==> src/hdl/dnd_pkg.sv <==
package dnd_pkg;

   localparam int PACKET_BYTES     = 512;
   localparam int ADDR_W           = $clog2(PACKET_BYTES);
   localparam int IDX_W            = 14;
   localparam int HOP_LIMIT        = 16;
   localparam int HOP_W            = $clog2(HOP_LIMIT + 1);
   localparam int CHARS_PER_RESULT = 8;
   localparam int SLOT_W           = (CHARS_PER_RESULT > 1) ? $clog2(CHARS_PER_RESULT) : 1;
   localparam int MAX_RESULTS      = 32;
   localparam int RES_W            = $clog2(MAX_RESULTS);
   localparam int NAME_W           = 9;
   localparam int CHARS_W          = 64;
   localparam int COUNT_W          = 4;
   localparam int USED_W           = 10;
   localparam int LABEL_W          = 8;
   localparam int PTR_HI_W         = 6;

   localparam logic [NAME_W-1:0]  NAME_CAP      = 9'd256;
   localparam logic [LABEL_W-1:0] PTR_MARK      = 8'hC0;
   localparam logic [LABEL_W-1:0] PTR_HIGH_MASK = 8'h3F;
   localparam logic [LABEL_W-1:0] DOT_CHAR      = 8'h2E;

   typedef enum logic [1:0] {
      ST_OK            = 2'd0,
      ST_TOO_LONG      = 2'd1,
      ST_HOP_LIMIT     = 2'd2,
      ST_OUT_OF_BUFFER = 2'd3
   } status_type;

   typedef enum logic {
      OP_STORE = 1'b0,
      OP_PARSE = 1'b1
   } opcode_type;

   typedef enum logic {
      RD_AT_INDEX = 1'b0,
      RD_AT_NEXT  = 1'b1
   } rd_sel_type;

   typedef struct packed {
      logic       store;
      logic       start;
      logic       rd_en;
      rd_sel_type rd_sel;
      logic       take_ptr;
      logic       load_ptr;
      logic       push_dot;
      logic       push_char;
      logic       load_count;
      logic       advance;
      logic       set_status;
      status_type status_code;
      logic       emit_final;
   } cmd_type;

   typedef struct packed {
      logic idx_oob;
      logic next_oob;
      logic byte_zero;
      logic byte_ptr;
      logic hop_full;
      logic name_nonzero;
      logic too_long;
      logic label_oob;
      logic push_fills;
      logic out_free;
      logic count_last;
   } stat_type;

endpackage

==> src/hdl/dnd_controller.sv <==
module dnd_controller (
   input  logic                clock,
   input  logic                reset,
   input  logic                req_valid,
   output logic                req_ready,
   input  logic                req_opcode,
   input  dnd_pkg::stat_type   stat,
   output dnd_pkg::cmd_type    cmd
);

   typedef enum logic [5:0] {
      S_IDLE  = 6'b000001,
      S_CHECK = 6'b000010,
      S_LEN   = 6'b000100,
      S_PTR   = 6'b001000,
      S_COPY  = 6'b010000,
      S_FINAL = 6'b100000
   } state_type;

   state_type state_ff, state_in;

   assign req_ready = state_ff == S_IDLE;

   always_comb begin
      state_in = state_ff;
      cmd      = '0;
      case (state_ff)
         S_IDLE: begin
            if (req_valid) begin
               if (dnd_pkg::opcode_type'(req_opcode) == dnd_pkg::OP_PARSE) begin
                  cmd.start = 1'b1;
                  state_in  = S_CHECK;
               end else begin
                  cmd.store = 1'b1;
               end
            end
         end
         S_CHECK: begin
            if (stat.idx_oob) begin
               cmd.set_status  = 1'b1;
               cmd.status_code = dnd_pkg::ST_OUT_OF_BUFFER;
               state_in        = S_FINAL;
            end else begin
               cmd.rd_en  = 1'b1;
               cmd.rd_sel = dnd_pkg::RD_AT_INDEX;
               state_in   = S_LEN;
            end
         end
         S_LEN: begin
            if (stat.byte_zero) begin
               cmd.set_status  = 1'b1;
               cmd.status_code = dnd_pkg::ST_OK;
               state_in        = S_FINAL;
            end else if (stat.byte_ptr) begin
               if (stat.next_oob) begin
                  cmd.set_status  = 1'b1;
                  cmd.status_code = dnd_pkg::ST_OUT_OF_BUFFER;
                  state_in        = S_FINAL;
               end else if (stat.hop_full) begin
                  cmd.set_status  = 1'b1;
                  cmd.status_code = dnd_pkg::ST_HOP_LIMIT;
                  state_in        = S_FINAL;
               end else begin
                  cmd.rd_en    = 1'b1;
                  cmd.rd_sel   = dnd_pkg::RD_AT_NEXT;
                  cmd.take_ptr = 1'b1;
                  state_in     = S_PTR;
               end
            end else if (!(stat.name_nonzero && stat.push_fills && !stat.out_free)) begin
               cmd.push_dot = stat.name_nonzero;
               if (stat.too_long) begin
                  cmd.set_status  = 1'b1;
                  cmd.status_code = dnd_pkg::ST_TOO_LONG;
                  state_in        = S_FINAL;
               end else if (stat.label_oob) begin
                  cmd.set_status  = 1'b1;
                  cmd.status_code = dnd_pkg::ST_OUT_OF_BUFFER;
                  state_in        = S_FINAL;
               end else begin
                  cmd.rd_en      = 1'b1;
                  cmd.rd_sel     = dnd_pkg::RD_AT_NEXT;
                  cmd.load_count = 1'b1;
                  cmd.advance    = 1'b1;
                  state_in       = S_COPY;
               end
            end
         end
         S_PTR: begin
            cmd.load_ptr = 1'b1;
            state_in     = S_CHECK;
         end
         S_COPY: begin
            if (!(stat.push_fills && !stat.out_free)) begin
               cmd.push_char = 1'b1;
               cmd.advance   = 1'b1;
               if (stat.count_last) begin
                  state_in = S_CHECK;
               end else begin
                  cmd.rd_en  = 1'b1;
                  cmd.rd_sel = dnd_pkg::RD_AT_NEXT;
               end
            end
         end
         S_FINAL: begin
            if (stat.out_free) begin
               cmd.emit_final = 1'b1;
               state_in       = S_IDLE;
            end
         end
         default: begin
            state_in = S_IDLE;
         end
      endcase
   end

   always_ff @(posedge clock) begin
      if (reset) begin
         state_ff <= S_IDLE;
      end else begin
         state_ff <= state_in;
      end
   end

endmodule

==> config.mk <==
export PLATFORM = sky130hd
export DESIGN_NAME = dnd_controller
export DESIGN_NICKNAME = d
export VERILOG_FILES = /design/src/hdl/dnd_pkg.sv /design/src/hdl/dnd_controller.sv
export SDC_FILE = /design/constraint.sdc
export NUM_CORES = 1
export LEC_CHECK = 0
export ABC_AREA = 1
export BUFFER_PORTS_ARGS = -buffer_cell sky130_fd_sc_hd__buf_2
export CAP_MARGIN = 20
export CORE_MARGIN = 2
export CORE_UTILIZATION = 44
export CTS_BUF_LIST = sky130_fd_sc_hd__clkbuf_16
export CTS_CLUSTER_SIZE = 16
export DETAILED_ROUTE_END_ITERATION = 7
export GPL_ROUTABILITY_DRIVEN = 0
export HOLD_SLACK_MARGIN = 0.05
export PLACE_DENSITY = 0.85
export SLEW_MARGIN = 20
export SYNTH_ARGS = -nofsm -noshare
export SYNTH_HDL_FRONTEND = slang
export SYNTH_SLANG_ARGS = --single-unit
==> constraint.sdc <==
create_clock -name clock -period 1.4 [get_ports clock]
set_input_delay 0.14 -clock clock [delete_from_list [all_inputs] [get_ports clock]]
set_output_delay 0.14 -clock clock [all_outputs]
set_load 0.01 [all_outputs]
# Word-level counts from Yosys, hierarchy flattened

Index checks and enable logic that the tools add are counted.

Register bits after elaboration: 6
Input bits: 15
Output and inout bits: 15
Logic and storage cells: 71

Equal/unequal tests: 12
Multiplexer cells: 53
Reductions and logical operators: 5

Operators with widths:

| kind                                                            | count |
|---|---|
| 6-bit 2-to-1 mux                                                | 13 |
| 6-bit one-hot mux with 6 select lines                           | 1 |
| 3-bit 2-to-1 mux                                                | 10 |
| 2-bit 2-to-1 mux                                                | 11 |
| 1-bit 2-to-1 mux                                                | 14 |
| 2-bit != test, second input constant                            | 4 |
| 6-bit by 1-bit == test with 1-bit output, second input constant | 1 |
| 6-bit by 2-bit == test with 1-bit output, second input constant | 1 |
| 6-bit by 3-bit == test with 1-bit output, second input constant | 1 |
| 6-bit by 4-bit == test with 1-bit output, second input constant | 1 |
| 6-bit by 5-bit == test with 1-bit output, second input constant | 1 |
| 6-bit == test, second input constant                            | 1 |
| 2-bit one-hot mux with 3 select lines                           | 1 |
| 3-bit one-hot mux with 2 select lines                           | 1 |
| 6-bit AND reduction                                             | 1 |
| 5-bit 2-to-1 mux                                                | 1 |
| 4-bit != test, second input constant                            | 1 |
| 1-bit logical AND                                               | 3 |
| 2-bit by 1-bit != test with 1-bit output, second input constant | 1 |
| 1-bit one-hot mux with 2 select lines                           | 1 |
| 1-bit zero test                                                 | 1 |

# Depth between registers and ports, before layout

Gate-level depths: netlist (run 1).

Depth in word-level cells: 6
Mapped depth: 9

# Worst setup path after synthesis (run 1)

Ideal clock, no wire load.

Path type: register -> output
Start: register state_ff[2]
End: output port cmd[11] (netlist bit)
Arrival time: 1.097 ns
Required time: 1.260 ns
Setup slack: 0.163 ns
Cell stages (with the launch flop): 9
Path buffers: 0
Cell sequence: dfxtp_1 -> inv_2 -> nor2_4 -> inv_2 -> nor2_4 -> nand2_4 -> nor2_4 -> nand3_4 -> nand3_1

RTL lines:

| what                   | RTL line              | RTL |
|---|---|---|
| start, declared        | dnd_controller.sv:20  | `state_type state_ff, state_in;` |
| start signal, assigned | dnd_controller.sv:120 | `state_ff <= state_in;` |
| end, declared          | dnd_controller.sv:8   | `output dnd_pkg::cmd_type cmd` |

==> results of run 1 <==
[what timing repair did]
| action | CTS | global route |
|---|---|---|
| resized for setup | 8 | 7 |
| cloned | 0 | 0 |
| setup buffers | 4 | 4 |
| endpoints found under the setup margin | 10 | 15 |
| pin swaps | 3 | 3 |
[critical path, stage by stage (launching register included)]
cell and delay, ns:
sky130_fd_sc_hd__dfxtp_4 0.36, sky130_fd_sc_hd__nor2_4 0.20, sky130_fd_sc_hd__nand3_1 0.15, sky130_fd_sc_hd__or2_2 0.32, sky130_fd_sc_hd__nand3_1 0.08, sky130_fd_sc_hd__buf_2 0.12
[how the worst max path moves through the flow]
| stage | startpoint | to | slack (ns) | depth (start not counted) |
|---|---|---|---|---|
| finish | state_ff[3] | cmd[11] | -0.20 | 5 |
| global route | state_ff[3] | cmd[11] | -0.28 | 8 |
| CTS | state_ff[1] | cmd[1] | -0.19 | 8 |
| detailed placement | state_ff[2] | cmd[1] | 0.006 | 9 |
| global placement | state_ff[2] | cmd[1] | 0.07 | 9 |
| floorplan | state_ff[2] | cmd[11] | 0.16 | 8 |
[power groups by stage]
stage	Combinational [uW]	Sequential [uW]	Clock [uW]
floorplan	184	211	0
global placement	260	212	0
detailed placement	266	214	0
CTS	291	214	465
global route	369	214	473
finish	333	214	463
[metal layers]
metal	track usage	vias to the layer above
met5	0	-
met4	0.142	0
met3	0.0380	6
met2	0.480	48
met1	0.279	399
li1	-	411
[cells in the final DEF, fill, tap and decap left out]
master	count
sky130_fd_sc_hd__dfxtp_4	1
sky130_fd_sc_hd__buf_4	8
sky130_fd_sc_hd__nand3_4	3
sky130_fd_sc_hd__dfxtp_2	3
sky130_fd_sc_hd__or2_2	1
sky130_fd_sc_hd__nand4_1	5
sky130_fd_sc_hd__dfxtp_1	2
sky130_fd_sc_hd__inv_1	17
sky130_fd_sc_hd__a31oi_1	1
sky130_fd_sc_hd__nor2_4	6
sky130_fd_sc_hd__buf_2	28
sky130_fd_sc_hd__nor3_2	1
sky130_fd_sc_hd__nor4_1	1
sky130_fd_sc_hd__clkbuf_16	3
sky130_fd_sc_hd__nand2_2	1
sky130_fd_sc_hd__a21oi_1	3
sky130_fd_sc_hd__nor2_2	2
sky130_fd_sc_hd__nand2_4	1
sky130_fd_sc_hd__o21ai_0	2
sky130_fd_sc_hd__nand2_1	23
sky130_fd_sc_hd__nor2_1	16
sky130_fd_sc_hd__inv_2	3
sky130_fd_sc_hd__nand4_2	1
sky130_fd_sc_hd__o211ai_1	1
sky130_fd_sc_hd__buf_6	3
sky130_fd_sc_hd__nand3_1	8
[through the flow]
stage / setup slack, ns / TNS [ns] / instances / utilization
4_1_cts: -0.189 / -1.04 / 155 / 0.707
3_3_place_gp: 0.0709 / 0 / 148 / 0.610
2_1_floorplan: 0.163 / 0 / 102 / -
3_5_place_dp: 0.00575 / 0 / 148 / 0.610
6_report: -0.198 / -1.40 / 159 / 0.757
5_1_grt: -0.280 / -2.54 / 159 / 0.757
[kinds of logic after synthesis]
family                 Yosys count  synth area share
flip-flops                       6             0.199
AND/OR/NAND/NOR                 69             0.613
AO/OA/AOI/OAI                    7            0.0642
buffers and inverters           20             0.124
[layout make-up]
cell class / count / area share
clock buffers: 3 / 0.0772
well taps: 15 / 0.0193
repair buffers: 39 / 0.241
flip-flops and latches: 6 / 0.131
inverters: 20 / 0.0772
multi-input cells: 76 / 0.454
[synth_stat cells]
library cell	count	area [um^2]
sky130_fd_sc_hd__a21oi_1	3	15.0
sky130_fd_sc_hd__a31oi_1	1	6.26
sky130_fd_sc_hd__dfxtp_1	6	120
sky130_fd_sc_hd__inv_1	18	67.6
sky130_fd_sc_hd__inv_2	2	7.51
sky130_fd_sc_hd__nand2_1	23	86.3
sky130_fd_sc_hd__nand2_2	1	6.26
sky130_fd_sc_hd__nand2_4	1	11.3
sky130_fd_sc_hd__nand3_1	10	50.1
sky130_fd_sc_hd__nand3_4	1	17.5
sky130_fd_sc_hd__nand4_1	5	31.3
sky130_fd_sc_hd__nand4_2	1	12.5
sky130_fd_sc_hd__nor2_1	17	63.8
sky130_fd_sc_hd__nor2_2	1	6.26
sky130_fd_sc_hd__nor2_4	6	67.6
sky130_fd_sc_hd__nor3_1	1	5.00
sky130_fd_sc_hd__nor4_1	1	6.26
sky130_fd_sc_hd__o211ai_1	1	7.51
sky130_fd_sc_hd__o21ai_0	2	10.0
sky130_fd_sc_hd__or2_2	1	6.26
==> summary.txt, run 1 <==
Result of the run: finished with violations
Violated checks: negative setup slack
Placement row count: 13
Count of final hold-check violations: 0
Slack of the worst reg-to-reg path: 0.03 ns
Max transition margin: 0.819
Starting utilization of the core area: 0.470
Part of the total power dissipated in combinational logic: 0.330
Unrepaired setup endpoints after global routing: true
Worst ir drop on vdd: 0.000584 V
Endpoint required time on the critical path: 1.26 ns
DR vias/cell: 5.43
Gr ovfl total: 0
Least setup slack across all paths after layout: -0.198 ns
Total core area: 0.00128 mm^2
Worst path arrival time: 1.46 ns
Initial DRC count: 31
Worst-case hold path end point: state_ff[3]
Post-cts hold buffer count: 0
Die W: 41.1 um
Final setup violation count: 13
Number of inserted filler cells in the final layout: 93
Drt drc: 0
Hold Crit Depth: 2
Die H: 41.1 um
Largest net degree at the start of global routing: 8
Count of cells along the worst register-to-register path: 9
Final worst-path cycle share: 1.14
Yosys warnings: 0
Reg-to-reg critical path startpoint: state_ff[4]
Post-layout total power: 1010 uW
Diode insertion count for antenna repair: 0
Internal Dissipation: 686 uW
Power Density: 1040 mW/mm^2
Switching Power: 323 uW
Switching share of total power: 0.320
Initial antenna violation count: 0
Type of the worst setup path: flip-flop to output pin
Clock Latency Late Sink: 0.23 ns
Post-synth net total: 117
HP Class: primary input to flip-flop
Total of flip-flops plus latches after synthesis: 6
Hold Crit Start: reset
DR WL/cell: 12.7 um
Netlist area before placement: 604 um^2
Multi-input gate area: 442 um^2
Worst slew pin tran: 0.271 ns
Top register by number of flip-flops: state_ff
Max cap viols: 0
Total clock buffers created by CTS: 3
Post-route worst hold slack: 0.140 ns
Drt pass-1 iters: 5
Total routing resource utilization after global routing: 0.261
Share of the yosys chip area belonging to registers: 0.199
Clk pin slew, worst setup/hold paths: 0.03 ns
Top Registers: state_ff (6)
Number of buffers on the longest clock path: 2
Number of unique standard cell types used by synthesis: 20
P_leak: 0.000573 uW
Final #Nets: 161
Number of primary I/O pins: 30
Part of the power in registers: 0.212
Relative area change from synthesis to final layout: 60.9%
Clock sinks: 6
Synthesized area per cell: 5.92 um^2
Count of H-tree levels built during CTS: 1
Maximum achievable frequency: 0.626 GHz
Flip-flop count of the largest register, all copies and words added: 6
Slew Limit Fails: 0
Root buf cell: sky130_fd_sc_hd__clkbuf_16
Final Instance Area: 972 um^2
Total number of vias: 864
Buffers on Ports: 29
Detailed Place HPWL: 1350 um
First-pass GRT wire length: 2800 um
Sequential standard cell area: 128 um^2
Max Clock Skew: 0.00120 ns
Endpoint of the worst register-to-register path: state_ff[0]
Detailed-routed wire length on met3: 129 um
Final Critical Period: 1.60 ns
Post-Route M1 WL: 800 um
Maximum fanout encountered on the critical timing path: 6
Routed length on met2: 1040 um
Final WL: 2010 um
Synthesized instance count: 102
Vias in the first global route: 699
Post-Place Cell Area: 783 um^2
Clock power frac: 0.458
CP Launch Type: flip-flop
TritonCTS clock tree: yes
Residual antenna-violating net count after detailed routing: 0
Top layer used by detailed routing: met4
Category of the worst setup path capture point: output pin
Layout cell share with drive strength beyond 1: 0.451
Die footprint: 0.00169 mm^2
Note: power is estimated with default switching activity, not from simulation.
==> run 2: changes to the inputs <==
==> constraint.sdc (replaced) <==
create_clock -name clock -period 1.4 [get_ports clock]
set_input_delay 0.28 -clock clock [delete_from_list [all_inputs] [get_ports clock]]
set_output_delay 0.28 -clock clock [all_outputs]
set_load 0.01 [all_outputs]
==> run 2 against run 1 <==
Net effect:
- the flow still finishes with violations (negative setup slack)
- worst hold slack better by 0.15 ns
- first-iteration DRC count down 6.5%
- final cell count up 8.2%
- clock skew grew 0.0011 ns
- wire length rose by 5.0%
- count of clock-buffer cells in the layout unchanged
- setup slack worse by 0.14 ns
- combinational power is 26% higher
- sequential power about the same
- core utilization is 10 points higher
- global-route usage up 3.0 points
- critical endpoint is now cmd[1]
- largest cell class unchanged
- highest routed layer unchanged
==> summary.txt, run 2 (synthesized netlist as in run 1, its figures left out) <==
Residual antenna-violating net count after detailed routing: 0 (unchanged)
Layout cell share with drive strength beyond 1: 0.516 (+0.0645)
Final #Nets: 174 (+8.1%)
Final WL: 2110 um (+5.0%)
Buffers on Ports: 29 (unchanged)
Most frequent cell on the critical path: sky130_fd_sc_hd__buf_4
P_leak: 0.000644 uW (+12%)
CP top delay family: buffers and inverters
Initial DRC count: 29 (-6.5%)
Clock sinks: 6 (unchanged)
Violated checks: negative setup slack
Drt drc: 0 (unchanged)
Total routing resource utilization after global routing: 0.292 (+0.0305)
Sum of buffers and inverters on the critical path: 3 (+2)
TritonCTS clock tree: yes
Die footprint: 0.00169 mm^2 (unchanged)
Total clock buffers created by CTS: 3 (unchanged)
Flip-flop count of the largest register, all copies and words added: 6 (unchanged)
Highest cell delay on the worst timing path: 0.33 ns (-0.03 ns)
Category of the worst setup path capture point: output pin
Max transition margin: 0.809 (-0.00959)
Number of inserted filler cells in the final layout: 77 (-17%)
Type of the worst setup path: flip-flop to output pin
Drt pass-1 iters: 4 (-1)
Clock Latency Late Sink: 0.23 ns (about the same)
Vias in the first global route: 783 (+12%)
Max Clock Skew: 0.00231 ns (+0.00111 ns)
Total core area: 0.00128 mm^2 (unchanged)
Result of the run: finished with violations
Worst ir drop on vdd: 0.000647 V (+11%)
Top register by number of flip-flops: state_ff
Post-Place Cell Area: 896 um^2 (+14%)
DR WL/cell: 12.3 um (-2.9%)
Count of final hold-check violations: 0 (unchanged)
Maximum achievable frequency: 0.575 GHz (-8.2%)
Final Instance Area: 0.00110 mm^2 (+14%)
Power Density: 995 mW/mm^2 (-4.2%)
Number of buffers on the longest clock path: 2 (unchanged)
Initial antenna violation count: 0 (unchanged)
Slowest cell on the critical path: sky130_fd_sc_hd__dfxtp_2
Max cap viols: 0 (unchanged)
Endpoint required time on the critical path: 1.12 ns (-0.14 ns)
Placement row count: 13 (unchanged)
Commonest cells after routing, fill and taps aside: sky130_fd_sc_hd__buf_2, sky130_fd_sc_hd__nand2_1, sky130_fd_sc_hd__buf_4
Largest net degree at the start of global routing: 6 (-2)
CP Launch Type: flip-flop
Diode insertion count for antenna repair: 0 (unchanged)
Total number of vias: 887 (+2.7%)
HP Class: primary input to flip-flop
DR vias/cell: 5.16 (-5.1%)
Slack of the worst reg-to-reg path: 0.02 ns (about the same)
Final Critical Period: 1.74 ns (+0.142 ns)
Die W: 41.1 um (unchanged)
Unrepaired setup endpoints after global routing: true
Root buf cell: sky130_fd_sc_hd__clkbuf_16
Final setup violation count: 15 (+2)
Most common cell after layout, fill and taps aside: sky130_fd_sc_hd__buf_2
Least setup slack across all paths after layout: -0.340 ns (-0.142 ns)
Detailed Place HPWL: 1470 um (+8.6%)
Die H: 41.1 um (unchanged)
Post-cts hold buffer count: 0 (unchanged)
Starting utilization of the core area: 0.470 (unchanged)
First-pass GRT wire length: 3120 um (+11%)
Slew Limit Fails: 0 (unchanged)
Clk pin slew, worst setup/hold paths: 0.03 ns (about the same)
Top Registers: state_ff (6)
Gr ovfl total: 0 (unchanged)
Aggregate negative setup slack: -3.55 ns (-2.15 ns)
Worst path arrival time: 1.46 ns (about the same)
Relative area change from synthesis to final layout: 82.6%
Worst slew pin tran: 0.286 ns (+0.0143 ns)
Chain of cells forming the critical path: nor2_4 > buf_4 > buf_4 > nand4_1 > o211ai_1 > buf_2
Final worst-path cycle share: 1.24 (+0.102)
Maximum fanout encountered on the critical timing path: 4 (-2)
Number of primary I/O pins: 30 (unchanged)
Count of H-tree levels built during CTS: 1 (unchanged)
-- run 2: cell count changes in the layout (fill, tap and decap cells not counted), sizes merged --
cell  previous run  this run
buf             39        52
-- run 2: cell type report --
cell class | count | area, um^2 | share of cell area
Clock buffer | 3 | 75.1 | 0.0680
Inverter | 20 | 75.1 | 0.0680
Multi-Input combinational cell | 76 | 457 | 0.414
Sequential cell | 6 | 124 | 0.112
Tap cell | 15 | 18.8 | 0.0170
Timing Repair Buffer | 52 | 354 | 0.321
-- run 2: worst paths after layout --
| check | from | cells after the start | endpoint |
|---|---|---|---|
| worst max register to register | state_ff[0] | 9 | state_ff[3] |
| worst max-delay path | state_ff[4] | 6 | cmd[1] |
| worst min-delay path | reset | 2 | state_ff[3] |
| worst min register to register | state_ff[1] | 3 | state_ff[0] |
-- run 2: where the power goes --
part           switching (uW)  leakage [uW]  internal [uW]
registers                22.0     0.0000502            192
clock network            97.2     0.0000370            367
logic                     223      0.000556            198
total                     342      0.000644            756
-- run 2: what timing repair did --
action,4_1_cts,5_1_grt
resized for setup,18,6
pin swaps,6,2
buffers inserted,5,1
endpoints found under the setup margin,15,17
-- run 2: worst reg2reg max path, delay by kind of cell (launching register included) --
kind                   cells  cell delay (ns)
and+or+nand+nor            7             0.74
DFF                        1             0.34
buffers and inverters      2             0.26
-- run 2: stage by stage --
stage / util / instances / hold WS [ns] / setup WS [ns] / power (uW)
floorplan: - / 102 / 0.347 / 0.0228 / 394
global placement: 0.697 / 163 / 0.509 / -0.0572 / 540
detailed placement: 0.697 / 163 / 0.513 / -0.104 / 551
CTS: 0.835 / 171 / 0.282 / -0.317 / 1070
global route: 0.859 / 172 / 0.287 / -0.411 / 1150
finish: 0.859 / 172 / 0.290 / -0.340 / 1100
-- run 2: layer usage --
| metal | up-vias | GRT usage | share of wire |
|---|---|---|---|
| li1 | 441 | - | - |
| met5 | - | 0 | 0 |
| met3 | 6 | 0.0652 | 0.060 |
| met2 | 43 | 0.508 | 0.53 |
| met4 | 0 | 0.208 | 0.021 |
| met1 | 397 | 0.302 | 0.39 |
